==> src/design/assert_macros.svh <==
// Assertion macros shared by the linked list manager RTL.
// Depends on nothing; defining SYNTH turns every macro into an empty body.
`ifndef ASSERT_MACROS_SVH
`define ASSERT_MACROS_SVH
`ifndef SYNTH
`define ALM_ASSERT(lbl, clk, rstn, prop) \
    lbl: assert property (@(posedge clk) disable iff (!rstn) prop) \
        else $error("assertion failed");
`define ALM_ASSERT_NEXT(lbl, clk, rstn, ante, cons) \
    lbl: assert property (@(posedge clk) disable iff (!rstn) (ante) |=> (cons)) \
        else $error("assertion failed");
`else
`define ALM_ASSERT(lbl, clk, rstn, prop)
`define ALM_ASSERT_NEXT(lbl, clk, rstn, ante, cons)
`endif
`endif

==> src/design/alm_pkg.sv <==
// Shared constants, types and field helpers of the linked list manager.
// Used by alm_ctrl, alm_dpath and array_linked_list_manager; depends on nothing.
package alm_pkg;

    localparam int SLOTS    = 16;
    localparam int KEY_BITS = 32;
    localparam int IDX_W    = (SLOTS > 1) ? $clog2(SLOTS) : 1;
    localparam int PTR_W    = $clog2(SLOTS + 1);
    localparam int STEP_W   = $clog2(SLOTS + 1);

    typedef logic [PTR_W-1:0]    t_ptr;
    typedef logic [IDX_W-1:0]    t_idx;
    typedef logic [STEP_W-1:0]   t_step;
    typedef logic [KEY_BITS-1:0] t_key;

    localparam t_ptr  NULL_LINK  = PTR_W'(SLOTS);
    localparam t_step STEP_LIMIT = STEP_W'(SLOTS);

    localparam logic [1:0] ACT_INSERT  = 2'd0;
    localparam logic [1:0] ACT_DELETE  = 2'd1;
    localparam logic [1:0] ACT_SEARCH  = 2'd2;
    localparam logic [1:0] ACT_DISPLAY = 2'd3;

    localparam logic [1:0] ST_OK        = 2'd0;
    localparam logic [1:0] ST_FULL      = 2'd1;
    localparam logic [1:0] ST_EMPTY     = 2'd2;
    localparam logic [1:0] ST_NOT_FOUND = 2'd3;

    typedef enum logic [1:0] {
        SEL_INSERT,
        SEL_DELETE,
        SEL_PEND,
        SEL_CODE
    } t_out_sel;

    typedef struct packed {
        logic       start;
        logic       advance;
        logic       take;
        logic       do_insert;
        logic       do_unlink;
        logic       emit;
        t_out_sel   sel;
        logic [1:0] code;
        logic       last;
    } t_cmd;

    typedef struct packed {
        logic [1:0] action;
        logic       free_empty;
        logic       list_empty;
        logic       walk_more;
        logic       d_valid;
        logic       d_title_hit;
        logic       d_artist_hit;
        logic       pend_valid;
        logic       out_free;
    } t_stat;

    function automatic t_key key_in(input logic [31:0] v);
        logic [63:0] e;
        e = {32'd0, v};
        return e[KEY_BITS-1:0];
    endfunction

    function automatic logic [31:0] key_out(input t_key k);
        logic [63:0] e;
        e = 64'(k);
        return e[31:0];
    endfunction

    function automatic logic [3:0] slot_field(input t_ptr p);
        logic [63:0] e;
        e = 64'(p);
        return e[3:0];
    endfunction

    function automatic logic [4:0] link_field(input t_ptr p);
        logic [63:0] e;
        e = 64'(p);
        return e[4:0];
    endfunction

endpackage

==> src/design/array_linked_list_manager.sv <==
// Top level of the linked list manager: a fixed pool of slots holding one linked
// list and one free list. Insert emits its result from the decide state, waiting
// for the result register to drain. Delete, search and display walk the list one
// slot per cycle through the registered key memory read; search and display also
// pause while a reported entry waits at the output. One operation is in work at a
// time, and its last result carries the last flag. Keys are stored in their low
// KEY_BITS bits. Depends on alm_pkg, alm_ctrl, alm_dpath and assert_macros.svh.
`include "assert_macros.svh"

module array_linked_list_manager (
    input  logic        i_clk,
    input  logic        i_rst_n,
    input  logic        i_valid,
    output logic        o_stall,
    input  logic [1:0]  i_action,
    input  logic [31:0] i_title_key,
    input  logic [31:0] i_artist_key,
    output logic        o_valid,
    input  logic        i_stall,
    output logic [1:0]  o_status,
    output logic [3:0]  o_slot,
    output logic [31:0] o_entry_title,
    output logic [31:0] o_entry_artist,
    output logic [4:0]  o_next_slot,
    output logic        o_last
);

    alm_pkg::t_cmd  w_cmd;
    alm_pkg::t_stat w_stat;

    alm_ctrl u_ctrl (
        .i_clk   (i_clk),
        .i_rst_n (i_rst_n),
        .i_valid (i_valid),
        .o_stall (o_stall),
        .i_stat  (w_stat),
        .o_cmd   (w_cmd)
    );

    alm_dpath u_dpath (
        .i_clk          (i_clk),
        .i_rst_n        (i_rst_n),
        .i_action       (i_action),
        .i_title_key    (i_title_key),
        .i_artist_key   (i_artist_key),
        .i_cmd          (w_cmd),
        .o_stat         (w_stat),
        .i_stall        (i_stall),
        .o_valid        (o_valid),
        .o_status       (o_status),
        .o_slot         (o_slot),
        .o_entry_title  (o_entry_title),
        .o_entry_artist (o_entry_artist),
        .o_next_slot    (o_next_slot),
        .o_last         (o_last)
    );

    `ALM_ASSERT(a_emit_room, i_clk, i_rst_n, w_cmd.emit |-> w_stat.out_free)
    `ALM_ASSERT(a_insert_slot, i_clk, i_rst_n, w_cmd.do_insert |-> !w_stat.free_empty)
    `ALM_ASSERT(a_pend_src, i_clk, i_rst_n, (w_cmd.emit && w_cmd.sel == alm_pkg::SEL_PEND) |-> w_stat.pend_valid)
    `ALM_ASSERT(a_accept_start, i_clk, i_rst_n, (i_valid && !o_stall) |-> w_cmd.start)
    `ALM_ASSERT_NEXT(a_unlink_done, i_clk, i_rst_n, w_cmd.do_unlink, !o_stall)

endmodule

==> src/design/alm_ctrl.sv <==
// Controller state machine of the linked list manager.
// Depends on alm_pkg; drives the datapath alm_dpath through t_cmd.
module alm_ctrl (
    input  logic          i_clk,
    input  logic          i_rst_n,
    input  logic          i_valid,
    output logic          o_stall,
    input  alm_pkg::t_stat i_stat,
    output alm_pkg::t_cmd  o_cmd
);

    typedef enum logic [1:0] {
        S_IDLE,
        S_DECIDE,
        S_WALK,
        S_FINISH
    } t_state;

    t_state r_state;
    t_state n_state;
    logic   is_del;
    logic   hit;

    always_ff @(posedge i_clk) begin
        if (!i_rst_n) begin
            r_state <= S_IDLE;
        end else begin
            r_state <= n_state;
        end
    end

    assign o_stall = (r_state != S_IDLE) || !i_rst_n;

    always_comb begin
        is_del  = (i_stat.action == alm_pkg::ACT_DELETE);
        hit     = (i_stat.action == alm_pkg::ACT_DISPLAY) || i_stat.d_artist_hit;
        n_state = r_state;
        o_cmd   = '0;
        o_cmd.sel  = alm_pkg::SEL_CODE;
        o_cmd.code = alm_pkg::ST_OK;
        case (r_state)
            S_IDLE: begin
                if (i_valid) begin
                    o_cmd.start = 1'b1;
                    n_state     = S_DECIDE;
                end
            end
            S_DECIDE: begin
                if (i_stat.action == alm_pkg::ACT_INSERT) begin
                    if (i_stat.out_free) begin
                        o_cmd.emit = 1'b1;
                        o_cmd.last = 1'b1;
                        if (i_stat.free_empty) begin
                            o_cmd.sel  = alm_pkg::SEL_CODE;
                            o_cmd.code = alm_pkg::ST_FULL;
                        end else begin
                            o_cmd.sel       = alm_pkg::SEL_INSERT;
                            o_cmd.do_insert = 1'b1;
                        end
                        n_state = S_IDLE;
                    end
                end else if (i_stat.list_empty) begin
                    if (i_stat.out_free) begin
                        o_cmd.emit = 1'b1;
                        o_cmd.last = 1'b1;
                        o_cmd.sel  = alm_pkg::SEL_CODE;
                        o_cmd.code = alm_pkg::ST_EMPTY;
                        n_state    = S_IDLE;
                    end
                end else begin
                    n_state = S_WALK;
                end
            end
            S_WALK: begin
                if (i_stat.d_valid) begin
                    if (is_del) begin
                        if (i_stat.d_title_hit) begin
                            if (i_stat.out_free) begin
                                o_cmd.emit      = 1'b1;
                                o_cmd.last      = 1'b1;
                                o_cmd.sel       = alm_pkg::SEL_DELETE;
                                o_cmd.do_unlink = 1'b1;
                                n_state         = S_IDLE;
                            end
                        end else begin
                            o_cmd.advance = 1'b1;
                        end
                    end else if (hit && i_stat.pend_valid) begin
                        if (i_stat.out_free) begin
                            o_cmd.emit    = 1'b1;
                            o_cmd.sel     = alm_pkg::SEL_PEND;
                            o_cmd.take    = 1'b1;
                            o_cmd.advance = 1'b1;
                        end
                    end else begin
                        o_cmd.take    = hit;
                        o_cmd.advance = 1'b1;
                    end
                end else if (i_stat.walk_more) begin
                    o_cmd.advance = 1'b1;
                end else begin
                    n_state = S_FINISH;
                end
            end
            S_FINISH: begin
                if (i_stat.out_free) begin
                    o_cmd.emit = 1'b1;
                    o_cmd.last = 1'b1;
                    if (!is_del && i_stat.pend_valid) begin
                        o_cmd.sel = alm_pkg::SEL_PEND;
                    end else begin
                        o_cmd.sel  = alm_pkg::SEL_CODE;
                        o_cmd.code = alm_pkg::ST_NOT_FOUND;
                    end
                    n_state = S_IDLE;
                end
            end
            default: begin
                n_state = S_IDLE;
            end
        endcase
    end

endmodule

==> src/design/alm_dpath.sv <==
// Datapath of the linked list manager: key memories, link store, list pointers,
// the walk pipeline and the result register. Depends on alm_pkg.
module alm_dpath (
    input  logic           i_clk,
    input  logic           i_rst_n,
    input  logic [1:0]     i_action,
    input  logic [31:0]    i_title_key,
    input  logic [31:0]    i_artist_key,
    input  alm_pkg::t_cmd  i_cmd,
    output alm_pkg::t_stat o_stat,
    input  logic           i_stall,
    output logic           o_valid,
    output logic [1:0]     o_status,
    output logic [3:0]     o_slot,
    output logic [31:0]    o_entry_title,
    output logic [31:0]    o_entry_artist,
    output logic [4:0]     o_next_slot,
    output logic           o_last
);

    alm_pkg::t_key  r_title_mem  [alm_pkg::SLOTS];
    alm_pkg::t_key  r_artist_mem [alm_pkg::SLOTS];
    alm_pkg::t_ptr  r_link       [alm_pkg::SLOTS];

    logic [1:0]     r_action;
    alm_pkg::t_key  r_tkey;
    alm_pkg::t_key  r_akey;
    alm_pkg::t_ptr  r_list_head;
    alm_pkg::t_ptr  r_free_head;
    alm_pkg::t_ptr  r_cur;
    alm_pkg::t_step r_steps;
    alm_pkg::t_ptr  r_prev;

    logic           r_d_valid;
    alm_pkg::t_ptr  r_d_slot;
    alm_pkg::t_ptr  r_d_next;
    alm_pkg::t_key  r_d_title;
    alm_pkg::t_key  r_d_artist;

    logic           r_pend_valid;
    alm_pkg::t_ptr  r_pend_slot;
    alm_pkg::t_ptr  r_pend_next;
    alm_pkg::t_key  r_pend_title;
    alm_pkg::t_key  r_pend_artist;

    logic           r_out_valid;
    logic [1:0]     r_out_status;
    logic [3:0]     r_out_slot;
    logic [31:0]    r_out_title;
    logic [31:0]    r_out_artist;
    logic [4:0]     r_out_next;
    logic           r_out_last;

    alm_pkg::t_idx  cur_idx;
    alm_pkg::t_idx  free_idx;
    alm_pkg::t_idx  prev_idx;
    alm_pkg::t_idx  d_idx;
    alm_pkg::t_ptr  cur_link;
    alm_pkg::t_ptr  free_link;
    logic           walk_more;
    logic           out_free;

    assign cur_idx   = r_cur[alm_pkg::IDX_W-1:0];
    assign free_idx  = r_free_head[alm_pkg::IDX_W-1:0];
    assign prev_idx  = r_prev[alm_pkg::IDX_W-1:0];
    assign d_idx     = r_d_slot[alm_pkg::IDX_W-1:0];
    assign cur_link  = r_link[cur_idx];
    assign free_link = r_link[free_idx];
    assign walk_more = (r_cur < alm_pkg::NULL_LINK) && (r_steps < alm_pkg::STEP_LIMIT);
    assign out_free  = !r_out_valid || !i_stall;

    always_comb begin
        o_stat.action       = r_action;
        o_stat.free_empty   = (r_free_head >= alm_pkg::NULL_LINK);
        o_stat.list_empty   = (r_list_head >= alm_pkg::NULL_LINK);
        o_stat.walk_more    = walk_more;
        o_stat.d_valid      = r_d_valid;
        o_stat.d_title_hit  = (r_d_title == r_tkey);
        o_stat.d_artist_hit = (r_d_artist == r_akey);
        o_stat.pend_valid   = r_pend_valid;
        o_stat.out_free     = out_free;
    end

    always_ff @(posedge i_clk) begin
        if (i_cmd.do_insert) begin
            r_title_mem[free_idx]  <= r_tkey;
            r_artist_mem[free_idx] <= r_akey;
        end
        if (i_cmd.advance && walk_more) begin
            r_d_title  <= r_title_mem[cur_idx];
            r_d_artist <= r_artist_mem[cur_idx];
        end
    end

    always_ff @(posedge i_clk) begin
        if (!i_rst_n) begin
            r_list_head  <= alm_pkg::NULL_LINK;
            r_free_head  <= '0;
            for (int i = 0; i < alm_pkg::SLOTS; i++) begin
                r_link[i] <= alm_pkg::PTR_W'(i + 1);
            end
            r_d_valid    <= 1'b0;
            r_pend_valid <= 1'b0;
            r_out_valid  <= 1'b0;
        end else begin
            if (i_cmd.start) begin
                r_action     <= i_action;
                r_tkey       <= alm_pkg::key_in(i_title_key);
                r_akey       <= alm_pkg::key_in(i_artist_key);
                r_cur        <= r_list_head;
                r_steps      <= '0;
                r_prev       <= alm_pkg::NULL_LINK;
                r_d_valid    <= 1'b0;
                r_pend_valid <= 1'b0;
            end
            if (i_cmd.do_insert) begin
                r_free_head      <= free_link;
                r_link[free_idx] <= r_list_head;
                r_list_head      <= r_free_head;
            end
            if (i_cmd.advance) begin
                r_d_valid <= walk_more;
                if (walk_more) begin
                    r_d_slot <= r_cur;
                    r_d_next <= cur_link;
                    r_cur    <= cur_link;
                    r_steps  <= r_steps + 1'b1;
                end
                if (r_d_valid) begin
                    r_prev <= r_d_slot;
                end
            end
            if (i_cmd.take) begin
                r_pend_valid  <= 1'b1;
                r_pend_slot   <= r_d_slot;
                r_pend_next   <= r_d_next;
                r_pend_title  <= r_d_title;
                r_pend_artist <= r_d_artist;
            end
            if (i_cmd.do_unlink) begin
                if (r_prev >= alm_pkg::NULL_LINK) begin
                    r_list_head <= r_d_next;
                end else begin
                    r_link[prev_idx] <= r_d_next;
                end
                r_link[d_idx] <= r_free_head;
                r_free_head   <= r_d_slot;
            end
            if (i_cmd.emit) begin
                r_out_valid <= 1'b1;
                r_out_last  <= i_cmd.last;
                case (i_cmd.sel)
                    alm_pkg::SEL_INSERT: begin
                        r_out_status <= alm_pkg::ST_OK;
                        r_out_slot   <= alm_pkg::slot_field(r_free_head);
                        r_out_title  <= alm_pkg::key_out(r_tkey);
                        r_out_artist <= alm_pkg::key_out(r_akey);
                        r_out_next   <= alm_pkg::link_field(r_list_head);
                    end
                    alm_pkg::SEL_DELETE: begin
                        r_out_status <= alm_pkg::ST_OK;
                        r_out_slot   <= alm_pkg::slot_field(r_d_slot);
                        r_out_title  <= alm_pkg::key_out(r_d_title);
                        r_out_artist <= alm_pkg::key_out(r_d_artist);
                        r_out_next   <= alm_pkg::link_field(r_d_next);
                    end
                    alm_pkg::SEL_PEND: begin
                        r_out_status <= alm_pkg::ST_OK;
                        r_out_slot   <= alm_pkg::slot_field(r_pend_slot);
                        r_out_title  <= alm_pkg::key_out(r_pend_title);
                        r_out_artist <= alm_pkg::key_out(r_pend_artist);
                        r_out_next   <= alm_pkg::link_field(r_pend_next);
                    end
                    default: begin
                        r_out_status <= i_cmd.code;
                        r_out_slot   <= '0;
                        r_out_title  <= '0;
                        r_out_artist <= '0;
                        r_out_next   <= '0;
                    end
                endcase
            end else if (!i_stall) begin
                r_out_valid <= 1'b0;
            end
        end
    end

    assign o_valid        = r_out_valid;
    assign o_status       = r_out_status;
    assign o_slot         = r_out_slot;
    assign o_entry_title  = r_out_title;
    assign o_entry_artist = r_out_artist;
    assign o_next_slot    = r_out_next;
    assign o_last         = r_out_last;

endmodule

==> config.mk <==
export PLATFORM = sky130hd
export DESIGN_NAME = array_linked_list_manager
export DESIGN_NICKNAME = d
export VERILOG_FILES = /design/src/design/alm_pkg.sv /design/src/design/array_linked_list_manager.sv /design/src/design/alm_ctrl.sv /design/src/design/alm_dpath.sv
export VERILOG_INCLUDE_DIRS = /design/src /design/src/design
export SDC_FILE = /design/constraint.sdc
export NUM_CORES = 1
export LEC_CHECK = 0
export CAP_MARGIN = 20
export CORE_MARGIN = 4
export CORE_UTILIZATION = 40
export CTS_CLUSTER_DIAMETER = 150
export DETAILED_ROUTE_END_ITERATION = 12
export DONT_BUFFER_PORTS = 1
export MAX_ROUTING_LAYER = met4
export SETUP_SLACK_MARGIN = 0.2
export SYNTH_ARGS = -nofsm -noshare
export SYNTH_HDL_FRONTEND = slang
export SYNTH_SLANG_ARGS = --single-unit
export TNS_END_PERCENT = 20
==> constraint.sdc <==
create_clock -name i_clk -period 24.5 [get_ports i_clk]
set_clock_uncertainty 0.05 [all_clocks]
set_input_delay 4.9 -clock i_clk [delete_from_list [all_inputs] [get_ports i_clk]]
set_output_delay 4.9 -clock i_clk [all_outputs]
set_load 0.02 [all_outputs]
==> metrics.txt <==
Die W about 380 um; Netlist cell types 66; via count ~28,000; Synth Register Bits around 1,400; type of the worst min-delay path reg -> reg; worst-path fanout max 48; Die ar. between 0.1 and 0.15 sq mm; syn avg cell area approximately 21 sq um; post-synthesis cell area between 0.05 and 0.06 sq mm; I/O pin total about 150; worst path cell trace nand2_1; CP max-delay cell nand2_1; Crit path max-delay family simple AND/OR/NAND/NOR gates; grt total ovfl 0; main area contributors after synthesis edfxtp_1, mux4_2, dfxtp_1, o21ai_0, clkbuf_1; P per Cell Area roughly 81 mW/mm^2; Simple-Gate Fraction of Synth Area 0.02605; main combinational cell family by area after synthesis multiplexers; Post-Syn Instances 2,705; f_max between 90 and 100 MHz; status complete, no violations; Layout area overhead 12.93%; H-tree Lvls 4; gr usage total 0.2092; post-synthesis sequential area ratio 0.7553; Clock Path Buffers 3; GPL Wtd Cong 0.9254; Worst path max stage delay around 0.17 ns; RSZ-0062 raised after global routing no; crit path time final between 10 and 15 ns; Syn. warnings 0; DRC violations left 0; CTS tree done; leading area contributor after synthesis edfxtp_1; vias in the first global route 28,470; Post-Route Setup TNS 0 ns; routed wire length 149,900 um; largest net degree at the start of global routing slightly above 100; top_reg_cell synth edfxtp_1; Worst-path clk slew approximately 0.06 ns; Worst Path Required approximately 20 ns; post-synthesis mux area share 0.1544; Critical path buffers and inverters 0; Core Area 0.1400 sq mm; Least-Margin Pin Slew 1.222 ns; PostCTS Resize Cnt 0; clock sinks between 1,000 and 1,500; initial standard-cell utilization of the core 0.4041; Antenna Nets Post-Route 0; crit start category primary input; Post-synth ARST share 0; static leakage 0.02016 uW; row cnt 137; Synthesized Nets 2,776; hold buffer count at cts 0; Final #Nets approximately 2,800; class of the most critical setup path in -> out; Fin. Hold Viols 0; fillcell total approximately 12,000; Period Utilization, post-route 0.4090; layout cells sized above 1 0.2389; max-cap violation count 0; clk root buf clkbuf_16; post-CTS setup buffers 0; wire per inst ~31 um; Relative slew margins 0.1852; initial antenna violation count 17; number of flops mapped to enable cells by yosys between 1,000 and 1,500; vias per inst ~5.9; Adder-Cell Fraction of Synth Area 0.0002211; share of the synthesized area in the top cell type 0.7472; Worst-Skew Late Latency about 0.78 ns; DIE HEIGHT roughly 380 um; port bufs 0; fin util 0.4563; CP Capture Type output pin; r2r setup slk 19.24 ns; endpoints failing setup 0; CTS buffer count 149; Pre-antenna DRT Iters 7; final count of pins violating max slew 0; first-pass GRT wire length 213,500 um; xor/xnor share of the synthesized area 0.009906; WP data arrival ~5.1 ns; Synth Area in Compound Gates 0.04221; drt initial violations between 3,000 and 4,000; detailed placement HPWL around 86,000 um; Max VDD drop between 0.00007 and 0.00008 V
-- report_power, final --
part           switching [uW]  internal [uW]  leakage [uW]
logic                     105           98.0       0.00495
registers                42.5           2700        0.0129
clock network             932           1300       0.00233
total                    1080           4100        0.0202
-- metrics by stage --
| stage | setup slack, ns | area [sq um] | hold WS, ns | power, uW | std cells |
|---|---|---|---|---|---|
| 6_report | 14.48 | 63900 | 0.4509 | 5183 | 4782 |
| 3_3_place_gp | 14.48 | 59010 | 0.4314 | 2993 | 4498 |
| 5_1_grt | 14.47 | 63900 | 0.4628 | 5352 | 4780 |
| 3_5_place_dp | 14.47 | 59040 | 0.4330 | 3000 | 4499 |
| 2_1_floorplan | 6.849 | 56590 | 0.3744 | 2928 | 2705 |
| 4_1_cts | 14.47 | 63830 | 0.4409 | 5227 | 4770 |
-- final timing paths --
kind / start / end / depth (start not counted)
worst max register to register: u_dpath.r_free_head[4] / u_dpath.r_artist_mem[6][8] / 6
worst min-delay path: u_dpath.r_d_artist[9] / u_dpath.r_pend_artist[9] / 0
worst min register to register: u_dpath.r_d_artist[9] / u_dpath.r_pend_artist[9] / 0
worst max-delay path: i_rst_n / o_stall / 1
-- cell usage after synthesis (13+ instances only) --
| library cell | n |
|---|---|
| mux4_2 | 362 |
| clkbuf_1 | 102 |
| o211a_1 | 27 |
| nor3_1 | 17 |
| xor2_1 | 30 |
| a22o_1 | 41 |
| a22oi_1 | 34 |
| nor4_1 | 13 |
| nand3_1 | 44 |
| a21o_1 | 42 |
| inv_1 | 18 |
| mux2_2 | 13 |
| nor2_1 | 69 |
| a211oi_1 | 16 |
| nand4_1 | 17 |
| o21ai_0 | 78 |
| edfxtp_1 | 1408 |
| buf_2 | 13 |
| o22ai_1 | 17 |
| mux2i_1 | 31 |
| nand2_1 | 91 |
| xnor2_1 | 34 |
| buf_1 | 27 |
| a21oi_1 | 21 |
| dfxtp_1 | 23 |
-- flip-flops by register name (all words and copies together) (netlist names), 5 cells and up, named ones only --
signal / cells
u_dpath.o_next_slot: 5
u_dpath.o_entry_artist: 32
u_dpath.r_akey: 32
u_dpath.r_free_head: 5
u_dpath.r_artist_mem: 512
u_dpath.r_pend_artist: 32
u_dpath.r_link: 80
u_dpath.r_d_next: 5
u_dpath.r_title_mem: 512
u_dpath.r_pend_title: 32
u_dpath.r_prev: 5
u_dpath.r_d_artist: 32
u_dpath.r_steps: 5
u_dpath.o_entry_title: 32
u_dpath.r_d_slot: 5
u_dpath.r_tkey: 32
u_dpath.r_d_title: 32
u_dpath.r_cur: 5
u_dpath.r_list_head: 5
u_dpath.r_pend_next: 5
-- cell usage in the layout, fill, tap and decap left out, types with 6 or more instances in the layout --
cell and instances:
a211oi_1 15, a21o_1 42, a21oi_1 20, a221o_1 6, a22o_1 41, a22oi_1 34, a31oi_1 7, and3_1 10
buf_4 64, bufinv_16 14, clkbuf_1 38, clkbuf_16 154, clkinv_1 33, clkinv_2 16, dfxtp_1 23, diode_2 9
edfxtp_1 1408, inv_1 17, inv_6 10, mux2_2 13, mux2i_1 31, mux4_2 362, nand2_1 91, nand3_1 44
nand4_1 17, nor2_1 58, nor2_4 11, nor2b_1 6, nor3_1 13, nor4_1 12, o211a_1 27, o21ai_0 78
o221ai_2 7, o22ai_1 17, or3_1 10, xnor2_1 34, xor2_1 30
-- kinds of logic after synthesis --
logic type | after synthesis
AND/OR/NAND/NOR | 302
adder cells (fa/ha/maj) | 1
XOR/XNOR | 64
buffers and inverters | 167
flip-flops | 1431
multiplexers | 412
AO/OA/AOI/OAI | 328
-- layer usage --
metal | vias to the layer above | part of all wire | wire length, um | track usage
met2 | 1187 | 0.49 | 73920 | 0.3327
li1 | 11560 | - | - | -
met5 | - | 0 | 0 | -
met4 | 0 | 0.023 | 3503 | 0.05266
met3 | 221 | 0.075 | 11220 | 0.04628
met1 | 15180 | 0.41 | 61290 | 0.2760
-- area by class of cell --
class | instances | area (sq um) | share of cell area
Clock buffer | 192 | 3996 | 0.06254
Tap cell | 1876 | 2347 | 0.03673
Sequential cell | 1431 | 42740 | 0.6688
Inverter | 20 | 77.57 | 0.001214
Multi-Input combinational cell | 1107 | 13350 | 0.2089
Timing Repair Buffer | 68 | 575.6 | 0.009007
Clock inverter | 79 | 793.3 | 0.01241
Antenna cell | 9 | 22.52 | 0.0003524
(Power assumes the default switching activity.)
